## config.mk

```make
export PLATFORM = sky130hd
export DESIGN_NAME = preemptive_srtf_priority_scheduler_unit
export DESIGN_NICKNAME = d
export VERILOG_FILES = /design/src/design/pss_pkg.sv /design/src/design/preemptive_srtf_priority_scheduler_unit.sv /design/src/design/pss_ctrl.sv /design/src/design/pss_dp.sv
export SDC_FILE = /design/constraint.sdc
export NUM_CORES = 2
export LEC_CHECK = 0
export ABC_AREA = 1
export BUFFER_PORTS_ARGS = -buffer_cell sky130_fd_sc_hd__buf_2
export CORE_MARGIN = 2
export CORE_UTILIZATION = 35
export CTS_BUF_LIST = sky130_fd_sc_hd__clkbuf_8 sky130_fd_sc_hd__clkbuf_16
export CTS_CLUSTER_SIZE = 28
export DETAILED_ROUTE_END_ITERATION = 8
export GPL_ROUTABILITY_DRIVEN = 0
export GPL_TIMING_DRIVEN = 1
export PLACE_DENSITY = 0.49
export SYNTH_ARGS = -nofsm -noshare
export SYNTH_HDL_FRONTEND = slang
export SYNTH_SLANG_ARGS = --single-unit
export TNS_END_PERCENT = 10
```

## constraint.sdc

```tcl
create_clock -name aclk -period 17.9 [get_ports aclk]
set_input_delay 0.895 -clock aclk [delete_from_list [all_inputs] [get_ports aclk]]
set_output_delay 0.895 -clock aclk [all_outputs]
set_load 0.1 [all_outputs]
```

## src/design/pss_pkg.sv

```systemverilog
package pss_pkg;

    localparam int TASK_SLOTS = 16;
    localparam int SLOT_W     = (TASK_SLOTS > 1) ? $clog2(TASK_SLOTS) : 1;

    localparam int ID_W    = 8;
    localparam int BURST_W = 16;
    localparam int PRI_W   = 8;
    localparam int TIME_W  = 32;
    localparam int KEY_W   = 16;
    localparam int STAT_W  = 2;

    localparam int S_TDATA_W = 32;
    localparam int M_TDATA_W = 144;

    // opcodes
    localparam logic OP_ADD  = 1'b0;
    localparam logic OP_TICK = 1'b1;

    // result status codes
    localparam logic [STAT_W-1:0] RES_ADDED = 2'd0;
    localparam logic [STAT_W-1:0] RES_FULL  = 2'd1;
    localparam logic [STAT_W-1:0] RES_RAN   = 2'd2;
    localparam logic [STAT_W-1:0] RES_IDLE  = 2'd3;

    // key_mode values
    localparam logic MODE_SRTF = 1'b0;
    localparam logic MODE_PRIO = 1'b1;

    typedef enum logic [2:0] {
        S_IDLE,
        S_ADD,
        S_SCAN,
        S_PICK,
        S_WAIT,
        S_DONE
    } state_t;

    typedef struct packed {
        logic load_in;
        logic add_do;
        logic scan_step;
        logic run_do;
        logic wait_do;
        logic idle_do;
        logic out_load;
    } cmd_t;

    typedef struct packed {
        logic scan_last;
        logic found;
    } sts_t;

endpackage

```

## src/design/preemptive_srtf_priority_scheduler_unit.sv

```systemverilog
// Channel   | Dir | Handshake              | Payload
// ----------+-----+------------------------+--------------------------------------
// s_        | in  | s_tvalid / s_tready    | tuser: opcode; tdata: id, burst, prio
// m_        | out | m_tvalid / m_tready    | tuser: status; tdata: see port
// cfg_      | in  | cfg_valid / cfg_ready  | cfg_data: key_mode
//
// Add: ADD, then DONE loads the output register. Run tick: a scan of every slot,
// then PICK, WAIT and DONE; an idle tick skips WAIT. The single-comparator scan
// visits one slot per cycle; a new item is accepted only back in IDLE.
// Synchronous reset empties the slot table, clears the time and selects SRTF.
// A waiting result does not block the next accept; an item stalls only when
// its own result finds the output register still full.
module preemptive_srtf_priority_scheduler_unit
    import pss_pkg::*;
(
    input  logic                 aclk,
    input  logic                 aresetn,
    input  logic                 cfg_valid,
    output logic                 cfg_ready,
    input  logic                 cfg_data,     // key_mode
    input  logic                 s_tvalid,
    output logic                 s_tready,
    input  logic                 s_tuser,      // [0] opcode
    // [7:0] task_id, [23:8] burst_length, [31:24] priority_level
    input  logic [S_TDATA_W-1:0] s_tdata,
    output logic                 m_tvalid,
    input  logic                 m_tready,
    output logic [STAT_W-1:0]    m_tuser,      // [1:0] status
    // [7:0] ran_id, [8] finished, [40:9] time_now, [72:41] turnaround,
    // [104:73] waiting, [136:105] response, [143:137] zero
    output logic [M_TDATA_W-1:0] m_tdata
);

    cmd_t cmd;
    sts_t sts;

    logic [ID_W-1:0]   ran_id;
    logic              finished;
    logic [TIME_W-1:0] time_now;
    logic [TIME_W-1:0] turnaround;
    logic [TIME_W-1:0] waiting;
    logic [TIME_W-1:0] response;

    // mode must only be written while idle (the block does not enforce it), so it is always taken
    assign cfg_ready = 1'b1;

    pss_ctrl u_ctrl (
        .aclk     (aclk),
        .aresetn  (aresetn),
        .s_tvalid (s_tvalid),
        .s_tready (s_tready),
        .in_op    (s_tuser),
        .m_tready (m_tready),
        .m_tvalid (m_tvalid),
        .sts      (sts),
        .cmd      (cmd)
    );

    pss_dp u_dp (
        .aclk           (aclk),
        .aresetn        (aresetn),
        .cfg_valid      (cfg_valid),
        .cfg_data       (cfg_data),
        .s_tdata        (s_tdata),
        .cmd            (cmd),
        .sts            (sts),
        .out_status     (m_tuser),
        .out_ran_id     (ran_id),
        .out_finished   (finished),
        .out_time_now   (time_now),
        .out_turnaround (turnaround),
        .out_waiting    (waiting),
        .out_response   (response)
    );

    assign m_tdata = {7'd0, response, waiting, turnaround, time_now, finished, ran_id};

endmodule

```

## src/design/pss_ctrl.sv

```systemverilog
module pss_ctrl
    import pss_pkg::*;
(
    input  logic aclk,
    input  logic aresetn,
    input  logic s_tvalid,
    output logic s_tready,
    input  logic in_op,
    input  logic m_tready,
    output logic m_tvalid,
    input  sts_t sts,
    output cmd_t cmd
);

    state_t state_reg, state_next;
    logic   m_tvalid_reg, m_tvalid_next;

    always_ff @(posedge aclk) begin
        if (!aresetn) begin
            state_reg    <= S_IDLE;
            m_tvalid_reg <= 1'b0;
        end else begin
            state_reg    <= state_next;
            m_tvalid_reg <= m_tvalid_next;
        end
    end

    always_comb begin
        state_next = state_reg;
        unique case (state_reg)
            S_IDLE: begin
                if (s_tvalid) begin
                    state_next = (in_op == OP_TICK) ? S_SCAN : S_ADD;
                end
            end
            S_ADD:  state_next = S_DONE;
            S_SCAN: begin
                if (sts.scan_last) begin
                    state_next = S_PICK;
                end
            end
            S_PICK: state_next = sts.found ? S_WAIT : S_DONE;
            S_WAIT: state_next = S_DONE;
            S_DONE: begin
                if (!m_tvalid_reg || m_tready) begin
                    state_next = S_IDLE;
                end
            end
            default: state_next = S_IDLE;
        endcase
    end

    always_comb begin
        cmd      = '0;
        s_tready = 1'b0;
        unique case (state_reg)
            S_IDLE: begin
                s_tready    = 1'b1;
                cmd.load_in = s_tvalid;
            end
            S_ADD:  cmd.add_do    = 1'b1;
            S_SCAN: cmd.scan_step = 1'b1;
            S_PICK: begin
                cmd.run_do  = sts.found;
                cmd.idle_do = !sts.found;
            end
            S_WAIT: cmd.wait_do = 1'b1;
            S_DONE: cmd.out_load = !m_tvalid_reg || m_tready;
            default: cmd = '0;
        endcase
    end

    always_comb begin
        m_tvalid_next = m_tvalid_reg;
        if (cmd.out_load) begin
            m_tvalid_next = 1'b1;
        end else if (m_tready) begin
            m_tvalid_next = 1'b0;
        end
    end

    assign m_tvalid = m_tvalid_reg;

    // never overwrite a result that is still waiting
    a_no_overwrite: assert property (@(posedge aclk) disable iff (!aresetn)
        cmd.out_load |-> (!m_tvalid_reg || m_tready))
        else $error("result register overwritten while stalled");

    a_accept_dispatch: assert property (@(posedge aclk) disable iff (!aresetn)
        (s_tvalid && s_tready) |=> (state_reg == S_ADD || state_reg == S_SCAN))
        else $error("accepted item not dispatched");

    a_pick_exit: assert property (@(posedge aclk) disable iff (!aresetn)
        (state_reg == S_PICK) |=> (state_reg == S_WAIT || state_reg == S_DONE))
        else $error("bad exit from pick");

endmodule

```

## src/design/pss_dp.sv

```systemverilog
module pss_dp
    import pss_pkg::*;
(
    input  logic                 aclk,
    input  logic                 aresetn,
    input  logic                 cfg_valid,
    input  logic                 cfg_data,
    input  logic [S_TDATA_W-1:0] s_tdata,
    input  cmd_t                 cmd,
    output sts_t                 sts,
    output logic [STAT_W-1:0]    out_status,
    output logic [ID_W-1:0]      out_ran_id,
    output logic                 out_finished,
    output logic [TIME_W-1:0]    out_time_now,
    output logic [TIME_W-1:0]    out_turnaround,
    output logic [TIME_W-1:0]    out_waiting,
    output logic [TIME_W-1:0]    out_response
);

    logic                  key_mode_reg;
    logic [TIME_W-1:0]     clock_reg;

    logic [ID_W-1:0]       id_in_reg;
    logic [BURST_W-1:0]    burst_in_reg;
    logic [PRI_W-1:0]      pri_in_reg;

    logic [TASK_SLOTS-1:0] busy_reg;
    logic [ID_W-1:0]       id_mem      [TASK_SLOTS];
    logic [BURST_W-1:0]    rem_mem     [TASK_SLOTS];
    logic [BURST_W-1:0]    burst_mem   [TASK_SLOTS];
    logic [PRI_W-1:0]      pri_mem     [TASK_SLOTS];
    logic [TIME_W-1:0]     arr_mem     [TASK_SLOTS];
    logic [TIME_W-1:0]     frt_mem     [TASK_SLOTS];
    logic                  started_mem [TASK_SLOTS];

    logic [SLOT_W-1:0]     scan_idx_reg;
    logic [SLOT_W-1:0]     best_idx_reg;
    logic [KEY_W-1:0]      best_key_reg;
    logic [TIME_W-1:0]     best_age_reg;
    logic                  found_reg;

    logic [STAT_W-1:0]     res_status_reg;
    logic [ID_W-1:0]       res_ran_reg;
    logic                  res_fin_reg;
    logic [TIME_W-1:0]     res_tat_reg;
    logic [TIME_W-1:0]     res_wait_reg;
    logic [TIME_W-1:0]     res_resp_reg;

    logic [STAT_W-1:0]     out_status_reg;
    logic [ID_W-1:0]       out_ran_reg;
    logic                  out_fin_reg;
    logic [TIME_W-1:0]     out_time_reg;
    logic [TIME_W-1:0]     out_tat_reg;
    logic [TIME_W-1:0]     out_wait_reg;
    logic [TIME_W-1:0]     out_resp_reg;

    // free slot search
    logic                  full;
    logic [SLOT_W-1:0]     free_idx;

    always_comb begin
        full     = 1'b1;
        free_idx = '0;
        for (int s = TASK_SLOTS - 1; s >= 0; s--) begin
            if (!busy_reg[s]) begin
                full     = 1'b0;
                free_idx = SLOT_W'(s);
            end
        end
    end

    // one read port, walked by the scan, then parked on the winner
    logic [SLOT_W-1:0]  rd_idx;
    logic [KEY_W-1:0]   rd_key;
    logic [TIME_W-1:0]  rd_age;
    logic               better;
    logic [BURST_W-1:0] rem_new;
    logic [TIME_W-1:0]  clock_inc;
    logic [TIME_W-1:0]  first_run;
    logic               fin_now;

    assign rd_idx = cmd.scan_step ? scan_idx_reg : best_idx_reg;
    assign rd_key = (key_mode_reg == MODE_PRIO) ? KEY_W'(pri_mem[rd_idx]) : rem_mem[rd_idx];
    assign rd_age = clock_reg - arr_mem[rd_idx];
    assign better = busy_reg[rd_idx] &&
                    (!found_reg || (rd_key < best_key_reg) ||
                     ((rd_key == best_key_reg) && (rd_age > best_age_reg)));

    // a zero burst still runs one unit and then finishes
    assign rem_new   = (rem_mem[rd_idx] != '0) ? rem_mem[rd_idx] - BURST_W'(1) : '0;
    assign fin_now   = (rem_new == '0);
    assign clock_inc = clock_reg + TIME_W'(1);
    assign first_run = started_mem[rd_idx] ? frt_mem[rd_idx] : clock_reg;

    always_ff @(posedge aclk) begin
        if (!aresetn) begin
            key_mode_reg <= MODE_SRTF;
            clock_reg    <= '0;
            busy_reg     <= '0;
            found_reg    <= 1'b0;
            scan_idx_reg <= '0;
        end else begin
            if (cfg_valid) begin
                key_mode_reg <= cfg_data;
            end
            if (cmd.load_in) begin
                scan_idx_reg <= '0;
                found_reg    <= 1'b0;
            end
            if (cmd.scan_step) begin
                scan_idx_reg <= scan_idx_reg + SLOT_W'(1);
                if (better) begin
                    found_reg <= 1'b1;
                end
            end
            if (cmd.add_do && !full) begin
                busy_reg[free_idx] <= 1'b1;
            end
            if (cmd.run_do) begin
                clock_reg <= clock_inc;
                if (fin_now) begin
                    busy_reg[rd_idx] <= 1'b0;
                end
            end
            if (cmd.idle_do) begin
                clock_reg <= clock_inc;
            end
        end
    end

    // slot stores, payload only
    always_ff @(posedge aclk) begin
        if (cmd.load_in) begin
            id_in_reg    <= s_tdata[ID_W-1:0];
            burst_in_reg <= s_tdata[ID_W +: BURST_W];
            pri_in_reg   <= s_tdata[ID_W+BURST_W +: PRI_W];
        end
        if (cmd.add_do && !full) begin
            id_mem[free_idx]      <= id_in_reg;
            burst_mem[free_idx]   <= burst_in_reg;
            rem_mem[free_idx]     <= burst_in_reg;
            pri_mem[free_idx]     <= pri_in_reg;
            arr_mem[free_idx]     <= clock_reg;
            started_mem[free_idx] <= 1'b0;
        end
        if (cmd.scan_step && better) begin
            best_idx_reg <= scan_idx_reg;
            best_key_reg <= rd_key;
            best_age_reg <= rd_age;
        end
        if (cmd.run_do) begin
            rem_mem[rd_idx]     <= rem_new;
            started_mem[rd_idx] <= 1'b1;
            frt_mem[rd_idx]     <= first_run;
        end
    end

    // working result
    always_ff @(posedge aclk) begin
        if (cmd.add_do) begin
            res_status_reg <= full ? RES_FULL : RES_ADDED;
            res_ran_reg    <= '0;
            res_fin_reg    <= 1'b0;
            res_tat_reg    <= '0;
            res_wait_reg   <= '0;
            res_resp_reg   <= '0;
        end
        if (cmd.idle_do) begin
            res_status_reg <= RES_IDLE;
            res_ran_reg    <= '0;
            res_fin_reg    <= 1'b0;
            res_tat_reg    <= '0;
            res_wait_reg   <= '0;
            res_resp_reg   <= '0;
        end
        if (cmd.run_do) begin
            res_status_reg <= RES_RAN;
            res_ran_reg    <= id_mem[rd_idx];
            res_fin_reg    <= fin_now;
            res_tat_reg    <= fin_now ? clock_inc - arr_mem[rd_idx] : '0;
            res_resp_reg   <= fin_now ? first_run - arr_mem[rd_idx] : '0;
        end
        if (cmd.wait_do) begin
            res_wait_reg <= res_fin_reg ?
                            res_tat_reg - {{(TIME_W-BURST_W){1'b0}}, burst_mem[rd_idx]} : '0;
        end
    end

    // output register
    always_ff @(posedge aclk) begin
        if (cmd.out_load) begin
            out_status_reg <= res_status_reg;
            out_ran_reg    <= res_ran_reg;
            out_fin_reg    <= res_fin_reg;
            out_time_reg   <= clock_reg;
            out_tat_reg    <= res_tat_reg;
            out_wait_reg   <= res_wait_reg;
            out_resp_reg   <= res_resp_reg;
        end
    end

    assign sts.scan_last = (scan_idx_reg == SLOT_W'(TASK_SLOTS - 1));
    assign sts.found     = found_reg;

    assign out_status     = out_status_reg;
    assign out_ran_id     = out_ran_reg;
    assign out_finished   = out_fin_reg;
    assign out_time_now   = out_time_reg;
    assign out_turnaround = out_tat_reg;
    assign out_waiting    = out_wait_reg;
    assign out_response   = out_resp_reg;

    // an add into a free slot takes exactly one slot
    a_add_fills_one: assert property (@(posedge aclk) disable iff (!aresetn)
        (cmd.add_do && !full) |=> ($countones(busy_reg) == $past($countones(busy_reg)) + 1))
        else $error("add did not fill exactly one slot");

endmodule
```

# Word-level counts from Yosys, hierarchy flattened
# Memory sizes are Yosys's and may differ from the RTL's.
# Index checks and enable logic that the tools add are counted.
# Widths: inputs -> output; s select.
[word_totals]
regBits = 388
mem_bits_rw = 1808
inputBits = 39
output_inout_bits = 149
elab_cells = 182
memories = 7
[memory_table]
columns = ["name", "depth", "word_bits", "rd", "rd_ports_with_merged_regs", "write_ports", "line", "source"]
rows = [
  ["u_dp.arr_mem", 16, 32, 1, 0, 1, "pss_dp.sv:32", "logic [TIME_W-1:0] arr_mem [TASK_SLOTS];"],
  ["u_dp.frt_mem", 16, 32, 1, 0, 1, "pss_dp.sv:33", "logic [TIME_W-1:0] frt_mem [TASK_SLOTS];"],
  ["u_dp.burst_mem", 16, 16, 1, 0, 1, "pss_dp.sv:30", "logic [BURST_W-1:0] burst_mem [TASK_SLOTS];"],
  ["u_dp.rem_mem", 16, 16, 1, 0, 1, "pss_dp.sv:29", "logic [BURST_W-1:0] rem_mem [TASK_SLOTS];"],
  ["u_dp.id_mem", 16, 8, 1, 0, 1, "pss_dp.sv:28", "logic [ID_W-1:0] id_mem [TASK_SLOTS];"],
  ["u_dp.pri_mem", 16, 8, 1, 0, 1, "pss_dp.sv:31", "logic [PRI_W-1:0] pri_mem [TASK_SLOTS];"],
  ["1 more memories", "n/a", "n/a", "n/a", "n/a", "n/a", "n/a", ""],
]
[op_classes]
n_addsub = 7
magnitude_cmp = 6
eq_ne = 10
muxes = 96
n_bitwise = 3
reduce_logical = 26
[ops]
columns = ["operator", "n"]
rows = [
  ["$mux 32", 11],
  ["$mux 16", 7],
  ["$sub 32x32->32", 3],
  ["$mux 4", 21],
  ["$mux 1", 46],
  ["$add 32x1->32 const B", 1],
  ["$gt 32x32->1", 1],
  ["$sub 32x16->32", 1],
  ["$mux 8", 3],
  ["$and 16x16->16", 1],
  ["$eq 16x16->1", 1],
  ["$logic_not 16->1", 1],
  ["$lt 16x16->1", 1],
  ["$not 16->16", 1],
  ["$or 16x16->16", 1],
  ["$reduce_bool 16->1", 1],
  ["$reduce_or 16->1", 1],
  ["$sub 16x1->16 const B", 1],
  ["$pmux 3 s5", 1],
  ["$lt 4x5->1 const B", 2],
  ["$mux 3", 3],
  ["$demux 1 s4", 2],
  ["$ge 4x1->1 const B", 2],
  ["$reduce_bool 2->1", 4],
  ["17 further kinds", 31],
]

# Depth between registers and ports, before layout
[logic_depth]
ltp_word = 26
ltp_mapped = 43
mapped_depth_nobuf = 38

# Hierarchy
# Synthesis repeated with hierarchy kept, for this count alone.
[hier_totals]
cells_unflattened = 7198
hier_area_um2 = 91919.4
[by_module_without_submodules]
columns = ["mod", "instances", "cells_each", "area_per_inst_um2", "seq_area_each_um2"]
rows = [
  ["pss_dp", 1, 7143, 91581.6, 65102.4],
  ["pss_ctrl", 1, 44, 262.8, 80.1],
  ["preemptive_srtf_priority_scheduler_unit", 1, 11, 75.1, 0.0],
]

# Worst setup path after synthesis
# Ideal clock, no wire load.
[synth_path]
kind = "reg2reg"
startpoint = "register u_ctrl.state_reg[2]"
endpoint = "register u_dp.best_age_reg[0], enable pin"
setup_time_ps = 544
arrival_time_ps = 10476
required_ps = 17356
path_slack_ps = 6880
path_stages_with_launch = 41
path_buffers = 4
period_less_slack_ps = 11020
cell_sequence = "dfxtp_1 nor2_4 nand2_4 inv_2 nand2_1 nand2_2 buf_2 buf_2 nor2_1 clkinv_1 clkbuf_1 clkbuf_1 o22ai_1 o31ai_1 nand2_1 a221oi_1 ha_1 inv_1 [... 5 more ...] a21boi_0 o21ai_0 a21boi_0 o21ai_0 a21boi_0 o21ai_0 nand2_1 nand2_1 xor2_1 ha_1 nand2_1 nor4_1 inv_1 nor4b_1 nand2_1 nand2_1 nand4_1 a21boi_0"
[synth_via]
elab_chain_cells = 10
word_cells_on_any_way = 18
cone_classes = "1 x add/sub; 2 x order compare; 2 x eq/ne; 5 x mux; 5 x reduce/logical; 3 x memory"
[synth_rtl]
columns = ["element", "line", "source"]
rows = [
  ["start: declaration", "pss_ctrl.sv:15", "state_t state_reg, state_next;"],
  ["start signal: assignment", "pss_ctrl.sv:23", "state_reg <= state_next;"],
  ["$eq 3x2->1", "pss_ctrl.sv:56", "unique case (state_reg)"],
  ["$mux 1", "pss_ctrl.sv:56", ""],
  ["$mux 4", "pss_dp.sv:82", "assign rd_idx = cmd.scan_step ? scan_idx_reg : best_idx_reg;"],
  ["$mem_v2 16x32", "n/a", ""],
  ["$sub 32x32->32", "pss_dp.sv:84", "assign rd_age = clock_reg - arr_mem[rd_idx];"],
  ["net u_dp.rd_age[26]", "pss_dp.sv:75", "logic [TIME_W-1:0] rd_age;"],
  ["$gt 32x32->1", "pss_dp.sv:87", "((rd_key == best_key_reg) && (rd_age > best_age_reg)));"],
  ["$logic_and 1x1->1", "pss_dp.sv:87", ""],
  ["$logic_or 1x1->1", "pss_dp.sv:86", "(!found_reg || (rd_key < best_key_reg) ||"],
  ["$logic_and 1x1->1", "pss_dp.sv:85", "assign better = busy_reg[rd_idx] &&"],
  ["$logic_and 1x1->1", "pss_dp.sv:146", "if (cmd.scan_step && better) begin"],
  ["end signal: assignment", "pss_dp.sv:149", "best_age_reg <= rd_age;"],
  ["end: declaration", "pss_dp.sv:39", "logic [TIME_W-1:0] best_age_reg;"],
]
# The timed path passes the listed nets, and every way through them passes these cells. The select of a mux whose other input is x is not followed.
# A chain may end at the register's enable or synchronous reset.

# Worst setup path after layout
[layout_path]
startpoint = "register u_ctrl.state_reg[2]"
endpoint = "register u_dp.best_key_reg[7], enable pin"
[layout_via]
elab_chain_cells = 10
word_cells_on_any_way = 18
cone_classes = "1 x add/sub; 2 x order compare; 2 x eq/ne; 5 x mux; 5 x reduce/logical; 3 x memory"
[layout_rtl]
columns = ["element", "line", "source"]
rows = [
  ["$eq 3x2->1", "pss_ctrl.sv:56", ""],
  ["$mux 1", "pss_ctrl.sv:56", ""],
  ["$mux 4", "pss_dp.sv:82", ""],
  ["$mem_v2 16x32", "n/a", ""],
  ["$sub 32x32->32", "pss_dp.sv:84", ""],
  ["net u_dp.rd_age[26]", "pss_dp.sv:75", ""],
  ["$gt 32x32->1", "pss_dp.sv:87", ""],
  ["$logic_and 1x1->1", "pss_dp.sv:87", ""],
  ["$logic_or 1x1->1", "pss_dp.sv:86", ""],
  ["$logic_and 1x1->1", "pss_dp.sv:85", ""],
  ["$logic_and 1x1->1", "pss_dp.sv:146", ""],
  ["end signal: assignment", "pss_dp.sv:148", "best_key_reg <= rd_key;"],
  ["end: declaration", "pss_dp.sv:38", "logic [KEY_W-1:0] best_key_reg;"],
]
# The timed path passes the listed nets, and every way through them passes these cells. The select of a mux whose other input is x is not followed.

==> results.tsv <==
metric	value	unit
post-route met1 wirelength	129700	µm
Max Cap Violations	0	
required time of the critical path	18400	ps
RR Endpoint	u_dp.best_key_reg[7]$_DFFE_PP_	
first-pass GRT wire length	420500	µm
die height	510.3	µm
largest cells by area after synthesis	edfxtp_1 71%, nand2_1 4.6%, a22oi_1 4.4%, a21oi_1 2.6%, ha_1 2.2%	
largest net degree at the start of global routing	149	
cts hold-fix bufs	0	
Clock Skews	75.17	ps
Layout area overhead	14.43	%
Synth Register Bits	2196	
final setup vio count	0	
f_max	0.09357	GHz
sequential share of the synthesized area	72.83	%
crit path kind	flop to flop	
Num CTS Buffers	227	
area leader, netlist	edfxtp_1	
min-delay src	s_tdata[3]	
Die Area	260400	µm²
TNS Setup	0	ps
Slew Limit Fails	0	
Reg2Reg Setup Slack	7210	ps
Async SR Flop Fraction	0	%
setup ws final	7213	ps
worst skew pair latency	890	ps
critical-path maximum fanout	81	
GRT Residual Overflow	0	
outcome	complete, no violations	
GRT Util Overall	22.43	%
count of cell types in the netlist	59	
hold endpoint	u_dp.id_in_reg[3]$_DFFE_PP_	
Yosys warnings	0	
drt initial violations	6937	
die width	510.3	µm
Worst-path clk slew	60	ps
Setup crit start kind	flop	
RSZ-0062 raised after global routing	no	
Resize count post-CTS	0	
commonest non-fill, non-tap cells in the layout	2,136 x edfxtp_1, 1,094 x nand2_1, 531 x a22oi_1	
Max Root-Sink Buffers	3	
commonest non-fill, non-tap cell in the layout	edfxtp_1	
Worst Hold Depth	1	
CTS Root Cell	clkbuf_16	
via-per-instance ratio	5.514	
Mean Syn Cell Area	13.23	µm²
CTS H-tree lvls	4	
# fillers	23670	
ANT nets after route	0	
Vias	58601	
Worst Tran Pin Value	1404	ps
Initial Util	35.27	%
share of cells above drive strength 1	11.22	%
Primary FF master, synth	edfxtp_1	
biggest regs	u_dp.arr_mem: 512 flops, u_dp.frt_mem: 512 flops	
Setup Buffers After CTS	0	
core footprint	254400	µm²
met2 wire length	140500	µm
crit share post-route	59.70	%
initial antenna violation count	15	
CP arrival	11180	ps
nets@finish	7259	
PortBufs	179	
Syn Inst Count	6781	
Top Metal Used	met5	
minimum clock period	10690	ps
dpl ws	7120	ps
dpl hpwl	179000	µm
final hold vios	0	
DR WL/cell	28.10	µm
CTS tree	yes	
Mapped Area	89710	µm²
Site Rows	185	
number of I/O pins	188	
number of global-route vias before repair	56379	
crit end category	flop	
Critical R2R Launch	u_ctrl.state_reg[2]$_SDFFE_PN0P_	
Sink Count	2196	
DRT Wirelength	298700	µm
HP Class	primary input to flop	
length of routed met3 wiring	18970	µm
# DRC	0	
share of the synthesized area in the top cell type	71.49	%
TritonRoute pass-1 iters	6	
slew margin rel.	5.768	%
slowest stage cell, crit path	buf_4	
CP dominant cell by count	nand2_1	
FF-to-FF path depth	36	
CP max stage delay	780	ps
number of synthesized flops with an enable pin	2136	
==> area by class of cell <==
| class | count | area [µm²] | share of cell area (%) |
|---|---|---|---|
| inverter | 385 | 1470 | 1.432 |
| sequential | 2196 | 65340 | 63.65 |
| antenna | 10 | 25.02 | 0.02438 |
| multi-input combinational | 3878 | 22020 | 21.45 |
| clock buffer | 235 | 5836 | 5.685 |
| clock inverter | 189 | 1394 | 1.358 |
| tap | 3366 | 4212 | 4.102 |
| timing repair buffer | 369 | 2360 | 2.299 |
==> metal layers <==
metal,global-route usage (%),vias up
met2,36.25,2231
met5,0,-
met4,7.109,2
met3,3.011,441
li1,-,25894
met1,31.34,30033
==> synthesized netlist by cell type (13+ instances only) <==
master and n:
a211oi_1 25, a21boi_0 14, a21oi_1 469, a21oi_2 17, a22oi_1 531, a31oi_1 28
buf_1 45, buf_2 80, buf_4 14, clkbuf_1 184, dfxtp_1 60, edfxtp_1 2136
ha_1 160, inv_1 373, nand2_1 1095, nand3_1 201, nand3b_1 13, nand4_1 49
nor2_1 448, nor2_2 14, nor3_1 147, nor4_1 34, o21ai_0 191, o22ai_1 110
o31ai_1 112, o41ai_1 14, xnor2_1 19, xor2_1 81
==> cells by family (layout without fill, tap and decap cells) <==
kind of cell | after synthesis | after routing | share of synthesized area, %
XOR/XNOR | 100 | 100 | 0.9762
other | 2 | 18 | 0.008371
AND/OR/NAND/NOR | 2031 | 2031 | 9.446
flip-flops | 2196 | 2196 | 72.83
adder cells (fa/ha/maj) | 163 | 163 | 2.298
buffers and inverters | 713 | 1178 | 3.195
AO/OA/AOI/OAI | 1576 | 1576 | 11.24
==> worst max-delay path, delay by kind of cell, from the launching register on <==
| kind | cells | cell delay, ps |
|---|---|---|
| flip-flops | 1 | 440 |
| adder cells (fa/ha/maj) | 2 | 730 |
| AO/OA/AOI/OAI | 12 | 3570 |
| buffers and inverters | 7 | 2690 |
| XOR/XNOR | 1 | 90 |
| AND/OR/NAND/NOR | 14 | 2680 |
==> metrics by stage <==
| stage | util [%] | std cells | hold WS, ps | area (µm²) |
|---|---|---|---|---|
| 6_report | 40.36 | 10628 | 185.5 | 102700 |
| 5_1_grt | 40.35 | 10621 | 148.3 | 102600 |
| 4_1_cts | 40.35 | 10618 | 118.1 | 102600 |
| 3_5_place_dp | 37.50 | 10194 | 405.4 | 95400 |
| 3_3_place_gp | 37.50 | 10194 | 402.5 | 95400 |
| 2_1_floorplan | - | 6787 | 400.3 | 89740 |
==> worst max-delay path by stage <==
stage | from | to | cells after the start
global route | u_ctrl.state_reg[2]$_SDFFE_PN0P_ | u_dp.best_key_reg[8]$_DFFE_PP_ | 36
global placement | u_ctrl.state_reg[2]$_SDFFE_PN0P_ | u_dp.best_key_reg[6]$_DFFE_PP_ | 36
detailed placement | u_ctrl.state_reg[2]$_SDFFE_PN0P_ | u_dp.best_key_reg[7]$_DFFE_PP_ | 36
CTS | u_ctrl.state_reg[2]$_SDFFE_PN0P_ | u_dp.best_key_reg[7]$_DFFE_PP_ | 36
finish | u_ctrl.state_reg[2]$_SDFFE_PN0P_ | u_dp.best_key_reg[7]$_DFFE_PP_ | 36
floorplan | u_ctrl.state_reg[2]$_SDFFE_PN0P_ | u_dp.best_age_reg[0]$_DFFE_PP_ | 40
Power is not shown: default switching activity piles up to over one toggle a cycle in this logic, so the estimate is an artifact.
